<file path="config.mk">
export PLATFORM = sky130hd
export DESIGN_NAME = thumbnail_nearest_downscaler_core
export DESIGN_NICKNAME = d
export VERILOG_FILES = /design/src/sv/tnd_pkg.sv /design/src/sv/tnd_div.sv /design/src/sv/tnd_dpath.sv /design/src/sv/tnd_ctrl.sv /design/src/sv/thumbnail_nearest_downscaler_core.sv
export SDC_FILE = /design/constraint.sdc
export NUM_CORES = 2
export LEC_CHECK = 0
export ABC_AREA = 1
export BUFFER_PORTS_ARGS = -buffer_cell sky130_fd_sc_hd__clkbuf_2
export CAP_MARGIN = 10
export CORE_ASPECT_RATIO = 0.75
export CORE_MARGIN = 2
export CORE_UTILIZATION = 55
export CTS_CLUSTER_SIZE = 10
export DETAILED_ROUTE_END_ITERATION = 10
export HOLD_SLACK_MARGIN = 0.05
export PLACE_DENSITY = 0.75
export SLEW_MARGIN = 20
export SYNTH_ARGS = -nofsm -noshare
export SYNTH_HDL_FRONTEND = slang
export SYNTH_HIERARCHICAL = 1
export SYNTH_SLANG_ARGS = --single-unit
export TNS_END_PERCENT = 30
</file>
<file path="constraint.sdc">
create_clock -name clk -period 6.7 [get_ports clk]
set_input_delay 0 -clock clk [delete_from_list [all_inputs] [get_ports clk]]
set_output_delay 0 -clock clk [all_outputs]
set_load 0.1 [all_outputs]
</file>
<file path="src/sv/tnd_pkg.sv">
// Shared types and constants for the thumbnail nearest-neighbor downscaler.
// No dependencies; imported by every module of the block.
`default_nettype none

package tnd_pkg;

  localparam int MAX_SIDE        = 4096;
  localparam int BYTES_PER_PIXEL = 4;

  localparam int SIDE_W    = $clog2(MAX_SIDE) + 1;   // side lengths 0..MAX_SIDE (13)
  localparam int COORD_W   = $clog2(MAX_SIDE);       // thumbnail coordinates (12)
  localparam int PIX_W     = 32;
  localparam int BYTES_W   = 27;
  localparam int PROD_W    = 2 * SIDE_W;
  localparam int BPP_SHIFT = $clog2(BYTES_PER_PIXEL);
  localparam int AREA_W    = PROD_W + BPP_SHIFT;
  localparam int DIV_NUM_W = 2 * COORD_W;            // side * edge limit + edge/2 fits here
  localparam int DIV_CNT_W = $clog2(DIV_NUM_W);
  localparam int CFG_IDX_W = 8;
  localparam int CFG_DAT_W = BYTES_W;

  localparam logic [SIDE_W-1:0]  MAX_EDGE_RST  = SIDE_W'(256);
  localparam logic [BYTES_W-1:0] MAX_BYTES_RST = BYTES_W'(262144);
  localparam logic [SIDE_W-1:0]  MAX_SIDE_VAL  = SIDE_W'(MAX_SIDE);

  typedef enum logic [CFG_IDX_W-1:0] {
    REG_SOURCE_WIDTH  = CFG_IDX_W'(0),
    REG_SOURCE_HEIGHT = CFG_IDX_W'(1),
    REG_MAX_EDGE      = CFG_IDX_W'(2),
    REG_MAX_BYTES     = CFG_IDX_W'(3)
  } cfg_reg_t;

  typedef enum logic [1:0] {
    MS_WIDTH,
    MS_HEIGHT,
    MS_AREA
  } mul_sel_t;

  typedef enum logic [1:0] {
    DS_WIDTH,
    DS_HEIGHT,
    DS_COL,
    DS_ROW
  } div_sel_t;

  typedef enum logic [3:0] {
    ST_IDLE,
    ST_MUL_W,
    ST_LD_W,
    ST_DV_W,
    ST_MUL_H,
    ST_LD_H,
    ST_DV_H,
    ST_AREA,
    ST_CHECK,
    ST_LD_C,
    ST_DV_C,
    ST_LD_R,
    ST_DV_R
  } ctrl_state_t;

  typedef struct packed {
    logic     mul_en;
    mul_sel_t mul_sel;
    logic     bad_init;
    logic     area_check;
    logic     div_start;
    div_sel_t div_sel;
    logic     div_latch;
    logic     fit_done;
    logic     pix_accept;
  } cmd_t;

  typedef struct packed {
    logic started;
    logic out_free;
    logic div_done;
    logic cfg_wr;
  } sts_t;

endpackage

`default_nettype wire

</file>
<file path="src/sv/tnd_div.sv">
// Iterative restoring divider, one quotient bit per cycle.
// Depends on tnd_pkg for widths.
`default_nettype none

module tnd_div
  import tnd_pkg::*;
(
  input  wire logic                 clk,
  input  wire logic                 rst_n,
  input  wire logic                 start,
  input  wire logic [DIV_NUM_W-1:0] num,
  input  wire logic [SIDE_W-1:0]    den,
  output logic                      done,
  output logic [DIV_NUM_W-1:0]      quo,
  output logic [SIDE_W-1:0]         rem
);

  logic                 busy_r, busy_nxt;
  logic                 done_r, done_nxt;
  logic [DIV_CNT_W-1:0] cnt_r, cnt_nxt;
  logic [DIV_NUM_W-1:0] num_r, num_nxt;
  logic [SIDE_W-1:0]    rem_r, rem_nxt;
  logic [SIDE_W-1:0]    den_r, den_nxt;
  logic [SIDE_W:0]      trial;
  logic [SIDE_W:0]      diff;
  logic                 ge;

  always_comb begin
    trial    = {rem_r, num_r[DIV_NUM_W-1]};
    diff     = trial - {1'b0, den_r};
    ge       = (trial >= {1'b0, den_r});
    busy_nxt = busy_r;
    done_nxt = 1'b0;
    cnt_nxt  = cnt_r;
    num_nxt  = num_r;
    rem_nxt  = rem_r;
    den_nxt  = den_r;
    if (start) begin
      busy_nxt = 1'b1;
      cnt_nxt  = DIV_CNT_W'(DIV_NUM_W - 1);
      num_nxt  = num;
      rem_nxt  = '0;
      den_nxt  = den;
    end else if (busy_r) begin
      // dividend shifts out at the top, quotient bits shift in at the bottom
      num_nxt = {num_r[DIV_NUM_W-2:0], ge};
      rem_nxt = ge ? diff[SIDE_W-1:0] : trial[SIDE_W-1:0];
      cnt_nxt = cnt_r - 1'b1;
      if (cnt_r == '0) begin
        busy_nxt = 1'b0;
        done_nxt = 1'b1;
      end
    end
  end

  always_ff @(posedge clk) begin
    if (!rst_n) begin
      busy_r <= 1'b0;
      done_r <= 1'b0;
    end else begin
      busy_r <= busy_nxt;
      done_r <= done_nxt;
    end
    cnt_r <= cnt_nxt;
    num_r <= num_nxt;
    rem_r <= rem_nxt;
    den_r <= den_nxt;
  end

  assign done = done_r;
  assign quo  = num_r;
  assign rem  = rem_r;

endmodule

`default_nettype wire

</file>
<file path="src/sv/tnd_dpath.sv">
// Datapath: config registers, size fitting operands, pixel selection
// accumulators and the output register. Depends on tnd_pkg and tnd_div.
`default_nettype none

module tnd_dpath
  import tnd_pkg::*;
(
  input  wire logic                 clk,
  input  wire logic                 rst_n,
  input  wire cmd_t                 cmd,
  output sts_t                      sts,
  input  wire logic [PIX_W-1:0]     in_pixel,
  input  wire logic                 cfg_valid,
  input  wire logic [CFG_IDX_W-1:0] cfg_index,
  input  wire logic [CFG_DAT_W-1:0] cfg_data,
  output logic                      out_valid,
  input  wire logic                 out_ready,
  output logic [PIX_W-1:0]          out_pixel,
  output logic [COORD_W-1:0]        out_column,
  output logic [COORD_W-1:0]        out_row,
  output logic [SIDE_W-1:0]         out_thumb_width,
  output logic [SIDE_W-1:0]         out_thumb_height,
  output logic                      out_frame_done,
  output logic                      out_status
);

  // configuration
  logic [SIDE_W-1:0]  sw_r, sw_nxt;
  logic [SIDE_W-1:0]  sh_r, sh_nxt;
  logic [SIDE_W-1:0]  me_r, me_nxt;
  logic [BYTES_W-1:0] mb_r, mb_nxt;
  logic               cfg_known;

  // frame fitting
  logic [PROD_W-1:0]  prod_r, prod_nxt;
  logic               bad_r, bad_nxt;
  logic [SIDE_W-1:0]  tw_r, tw_nxt;
  logic [SIDE_W-1:0]  th_r, th_nxt;
  logic [SIDE_W-1:0]  cq_r, cq_nxt;   // src width / thumb width
  logic [SIDE_W-1:0]  cr_r, cr_nxt;
  logic [SIDE_W-1:0]  rq_r, rq_nxt;   // src height / thumb height
  logic [SIDE_W-1:0]  rr_r, rr_nxt;
  logic               started_r, started_nxt;
  logic               first_r, first_nxt;

  // per-pixel position tracking
  logic [SIDE_W-1:0]  col_in_r, col_in_nxt;
  logic [SIDE_W-1:0]  row_in_r, row_in_nxt;
  logic [SIDE_W-1:0]  ncol_r, ncol_nxt;
  logic [SIDE_W-1:0]  nrow_r, nrow_nxt;
  logic [SIDE_W-1:0]  ctgt_r, ctgt_nxt;
  logic [SIDE_W-1:0]  rtgt_r, rtgt_nxt;
  logic [SIDE_W-1:0]  crem_r, crem_nxt;
  logic [SIDE_W-1:0]  rrem_r, rrem_nxt;

  // output register
  logic               ov_r, ov_nxt;
  logic [PIX_W-1:0]   opix_r, opix_nxt;
  logic [COORD_W-1:0] ocol_r, ocol_nxt;
  logic [COORD_W-1:0] orow_r, orow_nxt;
  logic [SIDE_W-1:0]  otw_r, otw_nxt;
  logic [SIDE_W-1:0]  oth_r, oth_nxt;
  logic               odone_r, odone_nxt;
  logic               ostat_r, ostat_nxt;

  // combinational helpers
  logic [SIDE_W-1:0]    edge_len;
  logic [SIDE_W-1:0]    mul_a, mul_b;
  logic [DIV_NUM_W-1:0] div_num;
  logic [SIDE_W-1:0]    div_den;
  logic                 div_done;
  logic [DIV_NUM_W-1:0] div_quo;
  logic [SIDE_W-1:0]    div_rem;
  logic [SIDE_W-1:0]    quo_side;
  logic [SIDE_W-1:0]    fit_side;
  logic [AREA_W-1:0]    area_bytes;
  logic                 zero_side;
  logic                 row_hit;
  logic                 emit_px;
  logic [SIDE_W:0]      col_sum, row_sum;
  logic                 col_carry, row_carry;
  logic [SIDE_W:0]      col_in_inc, row_in_inc;

  assign edge_len  = (sw_r > sh_r) ? sw_r : sh_r;
  assign zero_side = (sw_r == '0) || (sh_r == '0);
  assign quo_side  = div_quo[SIDE_W-1:0];
  assign cfg_known = (cfg_index == REG_SOURCE_WIDTH) || (cfg_index == REG_SOURCE_HEIGHT) ||
                     (cfg_index == REG_MAX_EDGE) || (cfg_index == REG_MAX_BYTES);

  always_comb begin
    unique case (cmd.mul_sel)
      MS_WIDTH:  begin mul_a = sw_r; mul_b = me_r; end
      MS_HEIGHT: begin mul_a = sh_r; mul_b = me_r; end
      MS_AREA:   begin mul_a = tw_r; mul_b = th_r; end
      default:   begin mul_a = tw_r; mul_b = th_r; end
    endcase
  end

  always_comb begin
    unique case (cmd.div_sel)
      DS_WIDTH, DS_HEIGHT: begin
        // round half up: (side * edge limit + edge / 2) / edge
        div_num = prod_r[DIV_NUM_W-1:0] + DIV_NUM_W'(edge_len >> 1);
        div_den = edge_len;
      end
      DS_COL: begin
        div_num = DIV_NUM_W'(sw_r);
        div_den = tw_r;
      end
      default: begin
        div_num = DIV_NUM_W'(sh_r);
        div_den = th_r;
      end
    endcase
  end

  tnd_div u_div (
    .clk   (clk),
    .rst_n (rst_n),
    .start (cmd.div_start),
    .num   (div_num),
    .den   (div_den),
    .done  (div_done),
    .quo   (div_quo),
    .rem   (div_rem)
  );

  always_comb begin
    // sides that already fit are kept; scaled sides never drop below one
    if (edge_len <= me_r) begin
      fit_side = (cmd.div_sel == DS_WIDTH) ? sw_r : sh_r;
    end else if (quo_side == '0) begin
      fit_side = SIDE_W'(1);
    end else begin
      fit_side = quo_side;
    end
  end

  assign area_bytes = AREA_W'(prod_r) << BPP_SHIFT;

  assign row_hit    = (row_in_r == rtgt_r) && (nrow_r < th_r);
  assign emit_px    = !bad_r && row_hit && (col_in_r == ctgt_r) && (ncol_r < tw_r);
  assign col_sum    = {1'b0, crem_r} + {1'b0, cr_r};
  assign col_carry  = (col_sum >= {1'b0, tw_r});
  assign row_sum    = {1'b0, rrem_r} + {1'b0, rr_r};
  assign row_carry  = (row_sum >= {1'b0, th_r});
  assign col_in_inc = {1'b0, col_in_r} + 1'b1;
  assign row_in_inc = {1'b0, row_in_r} + 1'b1;

  always_comb begin
    sw_nxt      = sw_r;
    sh_nxt      = sh_r;
    me_nxt      = me_r;
    mb_nxt      = mb_r;
    prod_nxt    = prod_r;
    bad_nxt     = bad_r;
    tw_nxt      = tw_r;
    th_nxt      = th_r;
    cq_nxt      = cq_r;
    cr_nxt      = cr_r;
    rq_nxt      = rq_r;
    rr_nxt      = rr_r;
    started_nxt = started_r;
    first_nxt   = first_r;
    col_in_nxt  = col_in_r;
    row_in_nxt  = row_in_r;
    ncol_nxt    = ncol_r;
    nrow_nxt    = nrow_r;
    ctgt_nxt    = ctgt_r;
    rtgt_nxt    = rtgt_r;
    crem_nxt    = crem_r;
    rrem_nxt    = rrem_r;
    ov_nxt      = ov_r && !out_ready;
    opix_nxt    = opix_r;
    ocol_nxt    = ocol_r;
    orow_nxt    = orow_r;
    otw_nxt     = otw_r;
    oth_nxt     = oth_r;
    odone_nxt   = odone_r;
    ostat_nxt   = ostat_r;

    if (cmd.mul_en) begin
      prod_nxt = PROD_W'(mul_a) * PROD_W'(mul_b);
    end
    if (cmd.bad_init) begin
      bad_nxt = zero_side || (me_r == '0) || (sw_r > MAX_SIDE_VAL) || (sh_r > MAX_SIDE_VAL);
    end
    if (cmd.area_check) begin
      bad_nxt = bad_r || (area_bytes > AREA_W'(mb_r));
    end
    if (cmd.div_latch) begin
      unique case (cmd.div_sel)
        DS_WIDTH:  tw_nxt = fit_side;
        DS_HEIGHT: th_nxt = fit_side;
        DS_COL:    begin cq_nxt = quo_side; cr_nxt = div_rem; end
        default:   begin rq_nxt = quo_side; rr_nxt = div_rem; end
      endcase
    end
    if (cmd.fit_done) begin
      started_nxt = 1'b1;
      first_nxt   = 1'b1;
      col_in_nxt  = '0;
      row_in_nxt  = '0;
      ncol_nxt    = '0;
      nrow_nxt    = '0;
      ctgt_nxt    = '0;
      rtgt_nxt    = '0;
      crem_nxt    = '0;
      rrem_nxt    = '0;
    end

    if (cmd.pix_accept) begin
      first_nxt = 1'b0;
      if (bad_r) begin
        if (first_r) begin
          ov_nxt    = 1'b1;
          opix_nxt  = '0;
          ocol_nxt  = '0;
          orow_nxt  = '0;
          otw_nxt   = '0;
          oth_nxt   = '0;
          odone_nxt = 1'b1;
          ostat_nxt = 1'b1;
        end
      end else if (emit_px) begin
        ov_nxt    = 1'b1;
        opix_nxt  = in_pixel;
        ocol_nxt  = ncol_r[COORD_W-1:0];
        orow_nxt  = nrow_r[COORD_W-1:0];
        otw_nxt   = tw_r;
        oth_nxt   = th_r;
        odone_nxt = ((ncol_r + 1'b1) == tw_r) && ((nrow_r + 1'b1) == th_r);
        ostat_nxt = 1'b0;
        ncol_nxt  = ncol_r + 1'b1;
        ctgt_nxt  = ctgt_r + cq_r + SIDE_W'(col_carry);
        crem_nxt  = col_carry ? SIDE_W'(col_sum - {1'b0, tw_r}) : col_sum[SIDE_W-1:0];
      end

      if (bad_r && zero_side) begin
        // a frame with an empty side is one pixel long
        started_nxt = 1'b0;
      end else if (col_in_inc >= {1'b0, sw_r}) begin
        col_in_nxt = '0;
        if (!bad_r && row_hit) begin
          nrow_nxt = nrow_r + 1'b1;
          rtgt_nxt = rtgt_r + rq_r + SIDE_W'(row_carry);
          rrem_nxt = row_carry ? SIDE_W'(row_sum - {1'b0, th_r}) : row_sum[SIDE_W-1:0];
          ncol_nxt = '0;
          ctgt_nxt = '0;
          crem_nxt = '0;
        end
        if (row_in_inc >= {1'b0, sh_r}) begin
          row_in_nxt  = '0;
          started_nxt = 1'b0;
        end else begin
          row_in_nxt = row_in_inc[SIDE_W-1:0];
        end
      end else begin
        col_in_nxt = col_in_inc[SIDE_W-1:0];
      end
    end

    // a write to any known register abandons the current frame
    if (cfg_valid && cfg_known) begin
      started_nxt = 1'b0;
      unique case (cfg_index)
        REG_SOURCE_WIDTH:  sw_nxt = cfg_data[SIDE_W-1:0];
        REG_SOURCE_HEIGHT: sh_nxt = cfg_data[SIDE_W-1:0];
        REG_MAX_EDGE:      me_nxt = cfg_data[SIDE_W-1:0];
        default:           mb_nxt = cfg_data[BYTES_W-1:0];
      endcase
    end
  end

  always_ff @(posedge clk) begin
    if (!rst_n) begin
      sw_r      <= '0;
      sh_r      <= '0;
      me_r      <= MAX_EDGE_RST;
      mb_r      <= MAX_BYTES_RST;
      started_r <= 1'b0;
      first_r   <= 1'b0;
      bad_r     <= 1'b0;
      ov_r      <= 1'b0;
    end else begin
      sw_r      <= sw_nxt;
      sh_r      <= sh_nxt;
      me_r      <= me_nxt;
      mb_r      <= mb_nxt;
      started_r <= started_nxt;
      first_r   <= first_nxt;
      bad_r     <= bad_nxt;
      ov_r      <= ov_nxt;
    end
    prod_r   <= prod_nxt;
    tw_r     <= tw_nxt;
    th_r     <= th_nxt;
    cq_r     <= cq_nxt;
    cr_r     <= cr_nxt;
    rq_r     <= rq_nxt;
    rr_r     <= rr_nxt;
    col_in_r <= col_in_nxt;
    row_in_r <= row_in_nxt;
    ncol_r   <= ncol_nxt;
    nrow_r   <= nrow_nxt;
    ctgt_r   <= ctgt_nxt;
    rtgt_r   <= rtgt_nxt;
    crem_r   <= crem_nxt;
    rrem_r   <= rrem_nxt;
    opix_r   <= opix_nxt;
    ocol_r   <= ocol_nxt;
    orow_r   <= orow_nxt;
    otw_r    <= otw_nxt;
    oth_r    <= oth_nxt;
    odone_r  <= odone_nxt;
    ostat_r  <= ostat_nxt;
  end

  assign sts.started  = started_r;
  assign sts.out_free = !ov_r || out_ready;
  assign sts.div_done = div_done;
  assign sts.cfg_wr   = cfg_valid && cfg_known;

  assign out_valid        = ov_r;
  assign out_pixel        = opix_r;
  assign out_column       = ocol_r;
  assign out_row          = orow_r;
  assign out_thumb_width  = otw_r;
  assign out_thumb_height = oth_r;
  assign out_frame_done   = odone_r;
  assign out_status       = ostat_r;

endmodule

`default_nettype wire

</file>
<file path="src/sv/tnd_ctrl.sv">
// Controller: sequences the per-frame size fit and gates pixel transfers.
// Depends on tnd_pkg for state, command and status types.
`default_nettype none

module tnd_ctrl
  import tnd_pkg::*;
(
  input  wire logic clk,
  input  wire logic rst_n,
  input  wire logic in_valid,
  output logic      in_ready,
  input  wire sts_t sts,
  output cmd_t      cmd
);

  ctrl_state_t state_r, state_nxt;

  always_ff @(posedge clk) begin
    if (!rst_n) begin
      state_r <= ST_IDLE;
    end else begin
      state_r <= state_nxt;
    end
  end

  always_comb begin
    state_nxt      = state_r;
    cmd            = '0;
    cmd.mul_sel    = MS_WIDTH;
    cmd.div_sel    = DS_WIDTH;
    in_ready       = 1'b0;

    unique case (state_r)
      ST_IDLE: begin
        in_ready       = sts.started && sts.out_free;
        cmd.pix_accept = in_valid && in_ready;
        if (!sts.started && in_valid) begin
          state_nxt = ST_MUL_W;
        end
      end
      ST_MUL_W: begin
        cmd.mul_en   = 1'b1;
        cmd.mul_sel  = MS_WIDTH;
        cmd.bad_init = 1'b1;
        state_nxt    = ST_LD_W;
      end
      ST_LD_W: begin
        cmd.div_start = 1'b1;
        cmd.div_sel   = DS_WIDTH;
        state_nxt     = ST_DV_W;
      end
      ST_DV_W: begin
        cmd.div_sel = DS_WIDTH;
        if (sts.div_done) begin
          cmd.div_latch = 1'b1;
          state_nxt     = ST_MUL_H;
        end
      end
      ST_MUL_H: begin
        cmd.mul_en  = 1'b1;
        cmd.mul_sel = MS_HEIGHT;
        state_nxt   = ST_LD_H;
      end
      ST_LD_H: begin
        cmd.div_start = 1'b1;
        cmd.div_sel   = DS_HEIGHT;
        state_nxt     = ST_DV_H;
      end
      ST_DV_H: begin
        cmd.div_sel = DS_HEIGHT;
        if (sts.div_done) begin
          cmd.div_latch = 1'b1;
          state_nxt     = ST_AREA;
        end
      end
      ST_AREA: begin
        cmd.mul_en  = 1'b1;
        cmd.mul_sel = MS_AREA;
        state_nxt   = ST_CHECK;
      end
      ST_CHECK: begin
        cmd.area_check = 1'b1;
        state_nxt      = ST_LD_C;
      end
      ST_LD_C: begin
        cmd.div_start = 1'b1;
        cmd.div_sel   = DS_COL;
        state_nxt     = ST_DV_C;
      end
      ST_DV_C: begin
        cmd.div_sel = DS_COL;
        if (sts.div_done) begin
          cmd.div_latch = 1'b1;
          state_nxt     = ST_LD_R;
        end
      end
      ST_LD_R: begin
        cmd.div_start = 1'b1;
        cmd.div_sel   = DS_ROW;
        state_nxt     = ST_DV_R;
      end
      ST_DV_R: begin
        cmd.div_sel = DS_ROW;
        if (sts.div_done) begin
          cmd.div_latch = 1'b1;
          cmd.fit_done  = 1'b1;
          state_nxt     = ST_IDLE;
        end
      end
      default: begin
        state_nxt = ST_IDLE;
      end
    endcase

    // a register write mid-fit restarts the fit from the new settings
    if (sts.cfg_wr && (state_r != ST_IDLE)) begin
      cmd         = '0;
      cmd.mul_sel = MS_WIDTH;
      cmd.div_sel = DS_WIDTH;
      state_nxt   = ST_IDLE;
    end
  end

endmodule

`default_nettype wire

</file>
<file path="src/sv/thumbnail_nearest_downscaler_core.sv">
// Thumbnail nearest-neighbor downscaler, top level. Depends on tnd_pkg, tnd_ctrl, tnd_dpath.
// Output: a selected pixel appears on the out_ port in the cycle after its input transfer.
// Throughput: one pixel per cycle inside a frame unless the output is held by out_ready.
// The first pixel of each frame waits for the size fit, four passes through the shared
// 24-step divider; a frame with an empty side fits again on every pixel.
// Reset: rst_n synchronous, active low; registers take their defaults, no frame is open.
`default_nettype none

module thumbnail_nearest_downscaler_core
  import tnd_pkg::*;
(
  input  wire logic                 clk,
  input  wire logic                 rst_n,
  input  wire logic                 in_valid,
  output logic                      in_ready,
  input  wire logic [PIX_W-1:0]     in_pixel,
  output logic                      out_valid,
  input  wire logic                 out_ready,
  output logic [PIX_W-1:0]          out_pixel,
  output logic [COORD_W-1:0]        out_column,
  output logic [COORD_W-1:0]        out_row,
  output logic [SIDE_W-1:0]         out_thumb_width,
  output logic [SIDE_W-1:0]         out_thumb_height,
  output logic                      out_frame_done,
  output logic                      out_status,
  input  wire logic                 cfg_valid,
  output logic                      cfg_ready,
  input  wire logic [CFG_IDX_W-1:0] cfg_index,
  input  wire logic [CFG_DAT_W-1:0] cfg_data
);

  cmd_t cmd;
  sts_t sts;

  assign cfg_ready = 1'b1;

  tnd_ctrl u_ctrl (
    .clk      (clk),
    .rst_n    (rst_n),
    .in_valid (in_valid),
    .in_ready (in_ready),
    .sts      (sts),
    .cmd      (cmd)
  );

  tnd_dpath u_dpath (
    .clk              (clk),
    .rst_n            (rst_n),
    .cmd              (cmd),
    .sts              (sts),
    .in_pixel         (in_pixel),
    .cfg_valid        (cfg_valid),
    .cfg_index        (cfg_index),
    .cfg_data         (cfg_data),
    .out_valid        (out_valid),
    .out_ready        (out_ready),
    .out_pixel        (out_pixel),
    .out_column       (out_column),
    .out_row          (out_row),
    .out_thumb_width  (out_thumb_width),
    .out_thumb_height (out_thumb_height),
    .out_frame_done   (out_frame_done),
    .out_status       (out_status)
  );

endmodule

`default_nettype wire

</file>
**After elaboration in Yosys (flattened, before gate mapping)**

Index checks and enable logic that the tools add are counted.

- $add $sub $neg: 15
- $mul: 1
- $lt $le $gt $ge: 12
- Equal/unequal tests: 28
- Muxes and demuxes: 109
- Bitwise operators: 4
- Reductions and logical operators: 61

Operators by type and width:

| kind | count |
|---|---|
| 13-bit two-way mux | 58 |
| 32-bit two-way mux | 3 |
| 14-bit by 13-bit greater-or-equal comparator with 1-bit output | 5 |
| 12-bit two-way mux | 5 |
| 13-bit == test | 4 |
| 13-bit logical NOT | 4 |
| 13-bit case mux with 2 select lines | 2 |
| 4-bit case mux with 13 select lines | 1 |
| 24-bit two-way mux | 2 |
| 24-bit case mux with 2 select lines | 1 |
| 13-bit subtractor | 3 |
| 13-bit by 1-bit adder with 14-bit output, second input constant | 2 |
| 13-bit by 13-bit adder with 14-bit output | 2 |
| 28-bit by 27-bit greater-than comparator with 1-bit output | 1 |
| 1-bit two-way mux | 27 |
| 13-bit by 1-bit adder with 13-bit output | 2 |
| 13-bit by 1-bit adder with 13-bit output, second input constant | 2 |
| 13-bit adder | 2 |
| 13-bit greater-than comparator, second input constant | 2 |
| 13-bit < comparator | 2 |
| 13-bit by 13-bit multiplier with 26-bit output | 1 |
| 24-bit by 12-bit adder with 24-bit output | 1 |
| 4-bit == test, second input constant | 5 |
| 4-bit two-way mux | 5 |
| 33 further kinds | 88 |

- Register bits: 423
- Output and inout port bits: 87
- Word-level logic and storage cells: 267

**Depth between registers and ports, before layout**

- Depth in word-level cells: 14
- Gate-level depth with buffers: 40
- Gate-level depth less buffers: 38

**By module**

Netlist, hierarchy kept.

Modules (own cells, without submodules):

| module | times used | cells an instance | area each (sq um) | seq. area each (sq um) |
|---|---|---|---|---|
| tnd_dpath | 1 | 3,796 | 28,940.3 | 9,128.8 |
| tnd_div | 1 | 419 | 3,296.9 | 1,511.4 |
| tnd_ctrl | 1 | 89 | 518.0 | 80.1 |
| thumbnail_nearest_downscaler_core | 1 | 2 | 11.3 | 0.0 |

**Least setup slack after synthesis**

OpenSTA, ideal clock, no wires.

- Kind: input to register
- From: input port cfg_index[7]
- To: register u_dpath.prod_r[18] (data pin)
- Setup time: 265 ps
- Arrival time: 6,462 ps
- Data required time: 6,435 ps
- Setup slack: -27 ps
- Cell stages on the path: 31
- Path buffers: 3
- Cells stage by stage: nor2_1 -> nand2_1 -> inv_1 -> nand2_1 -> nor2_2 -> clkbuf_1 -> inv_1 -> nor2_4 -> inv_4 -> nand2_1 -> inv_1 -> clkbuf_1 -> clkbuf_1 -> o21ai_1 -> inv_1 -> nor2_1 -> fa_1 -> fa_1 -> fa_1 -> inv_1 -> fa_1 -> inv_1 -> fa_1 -> ha_1 -> a21oi_1 -> inv_1 -> a31oi_1 -> o21ai_0 -> a21boi_0 -> o21ai_0 -> xor2_1

RTL lines:

| element | line | source |
|---|---|---|
| start: declaration | thumbnail_nearest_downscaler_core.sv:28 | `input wire logic [CFG_IDX_W-1:0] cfg_index,` |
| end signal: assignment | tnd_dpath.sv:295 | `prod_r <= prod_nxt;` |
| end: declaration | tnd_dpath.sv:35 | `logic [PROD_W-1:0] prod_r, prod_nxt;` |

==> impl_metrics.ini <==
[clock_tree]
cts.clk_slew.worst_paths_ps = 60
root_buffer = clkbuf_16
cts_tree = built
cts.sinks = 423
cts_max_level = 2
clk_latency_ps = 610
cts_buffers = 50
cts_buffer_depth = 3

[floorplanning]
core_area_sq_mm = 0.05896
num_rows = 77
start_util = 0.5557
die_height_um = 215.4
die_w_um = 285.8
die_area_sq_mm = 0.06156
pin_count = 159

[synth]
synth-seq-area-share = 0.3272
synthCells = 4306
yosys-top-cells-area = edfxtp_1 21%, dfxtp_1 12%, nand2_1 12%
synth-compound-area-share = 0.1050
syn_avg_cell_area_sq_um = 7.609
synthArstFlopShare = 0
synth-simple-area-share = 0.2485
synth_xor_area_frac = 0.03811
synth_top_area_frac = 0.2062
ys_warn_count = 6
ys.flop_type = edfxtp_1
muxShareOfSynthArea = 0
synth-edff-count = 225
yosysUniqueCellTypes = 66
yosys.area.top_type = edfxtp_1
synth_seq_cells = 423
synth_nets = 4787
synthesis.area_sq_mm = 0.03277
synth_top_family_by_area = simple AND/OR/NAND/NOR gates
yosys.area_share.adder = 0.1862

[detailed_routing]
drt_iter0_drc = 3983
dr.pass1.iters = 9
via_count = 30490
drt_wl_total_mm = 102.0
postRouteAntennaNets = 0
wl_per_cell_um = 18.82
drc_errors = 0
vias_per_cell = 5.625

[finish]
fin_cells = 5420
layout-drive-gt1-share = 0.09419
final_nets = 5072
area_growth_pct = 13.72
final_area_sq_mm = 0.03726

[sta]
whs_ps = 137.6
fin_skew_ps = 22.58
fin_crit_sh = 0.9718
maxSlewHeadroom = 0.1801
hold_viol_final = 0
slew_violations = 0
setup_viol = 0
tightestPinTransition_ps = 1226
finalCriticalPeriod_ps = 6511
fmax_ghz = 0.1536
rsz0062_at_grt = yes
tns_ps = 0

[critical_path]
worstPathMaxFanout = 33
cpPeakStageDelay_ps = 550
required_ps = 7040
arrival_ps = 6850
critical_path.slowest_cell = fa_1
cp-end-kind = flop
criticalPathCategory = reg2reg
crit_path_start_kind = flop

[global_routing]
grt_pass1_vias = 27820
grt_antenna_before_repair = 1
grt_max_degree = 85
grt_pass1_wl_mm = 156.9
track_usage = 0.3256
grt.overflow.total = 0

[placed_design]
numPortBuffers = 157
hpwlAfterDp_mm = 78.00
placed_area_sq_mm = 0.03485
dp.cells = 5240
gp_congestion = 1.019

[run]
cap_violations = 0

[run_status]
status = finished, final reports clean

[power]
p_leak_nw = 18.32
power_density_mw_per_mm2 = 229.6
totalPowerFinal_mw = 8.554
ir_worst_vdd_uv = 165.4

[worst_hold_path]
hp-class = in2reg
==> where the power goes <==
| group | switching (mW) | total [mW] | internal, mW |
|---|---|---|---|
| Combinational | 1.63 | 2.45 | 0.821 |
| Clock | 1.10 | 2.55 | 1.46 |
| Sequential | 0.407 | 3.55 | 3.14 |
==> cells by family (layout without fill, tap and decap cells) <==
group,after synthesis,count (layout)
buffers and inverters,800,1123
flip-flops,423,423
other,1,2
XOR/XNOR,141,141
adder cells (fa/ha/maj),409,409
AND/OR/NAND/NOR,1922,1922
AO/OA/AOI/OAI,610,610
==> per-layer routing <==
| metal | share of wire | vias to the layer above | GRT usage |
|---|---|---|---|
| met3 | 0.12 | 207 | 0.07082 |
| met4 | 0.025 | 2 | 0.08150 |
| met2 | 0.41 | 1553 | 0.4663 |
| met1 | 0.45 | 14150 | 0.4951 |
| met5 | 0.00097 | - | 0.01172 |
| li1 | - | 14580 | - |
==> final cells by class <==
| cell class | instances | area (sq um) |
|---|---|---|
| antenna | 1 | 2.502 |
| fill | 5215 | 21700 |
| sequential | 423 | 10730 |
| multi-input combinational | 3083 | 19040 |
| timing repair buffer | 347 | 2445 |
| tap | 790 | 988.4 |
| clock inverter | 6 | 56.30 |
| clock buffer | 84 | 1410 |
| inverter | 686 | 2590 |
==> sequential cells by signal, summed over array words and instances, names as in the netlist, 24 cells and up <==
| signal | cells |
|---|---|
| u_dpath/u_div/quo | 24 |
| u_dpath/prod_r | 26 |
| u_dpath/mb_r | 27 |
| u_dpath/out_pixel | 32 |
==> synth_stat cells, drive strengths merged, types with 75 or more instances <==
| library cell | count |
|---|---|
| clkbuf | 75 |
| inv | 679 |
| fa | 131 |
| ha | 278 |
| nand3 | 282 |
| dfxtp | 198 |
| nand2 | 1072 |
| a21oi | 222 |
| xor2 | 101 |
| o21ai | 251 |
| edfxtp | 225 |
| nor2 | 427 |
==> cell usage in the layout, fill, tap and decap left out, types with 78 or more instances in the layout <==
master         instances
nand2_1             1054
inv_1                657
nor2_1               399
ha_1                 277
nand3_1              270
edfxtp_1             225
a21oi_1              216
o21ai_0              202
dfxtp_1              196
clkbuf_2             157
fa_1                 131
buf_4                109
xor2_1               101
dlygate4sd3_1         78
==> what timing repair did <==
action,CTS,global route
pin swaps,0,1
resized for setup,1,21
hold endpoints to repair,108,0
hold buffers,78,0
setup buffers,0,11
endpoints found under the setup margin,1,12
==> path summary, 6_finish.rpt <==
kind | startpoint | endpoint | slack [ps] | cells after the start
worst max-delay path | u_ctrl/state_r[3] | u_dpath/prod_r[22] | 190 | 27
worst min-delay path | cfg_index[2] | u_dpath/sh_r[8] | 140 | 6
worst max register to register | u_ctrl/state_r[3] | u_dpath/prod_r[22] | 190 | 27
worst min register to register | u_dpath/mb_r[23] | u_dpath/mb_r[23] | 470 | 2
==> worst max-delay path, delay by kind of cell (launching register included) <==
family / cells / cell delay [ps]
flops: 1 / 360
simple gates: 6 / 760
fa+ha+maj: 6 / 2910
buf+inv: 10 / 1080
xor+xnor: 1 / 170
compound gates: 4 / 940
==> metrics by stage <==
step | util | setup slack, ps
global placement | 0.5909 | -68.22
floorplan | - | 98.80
detailed placement | 0.5911 | 31.54
finish | 0.6320 | 188.9
global route | 0.6319 | -79.14
CTS | 0.6293 | 67.95
(Power assumes the default switching activity.)
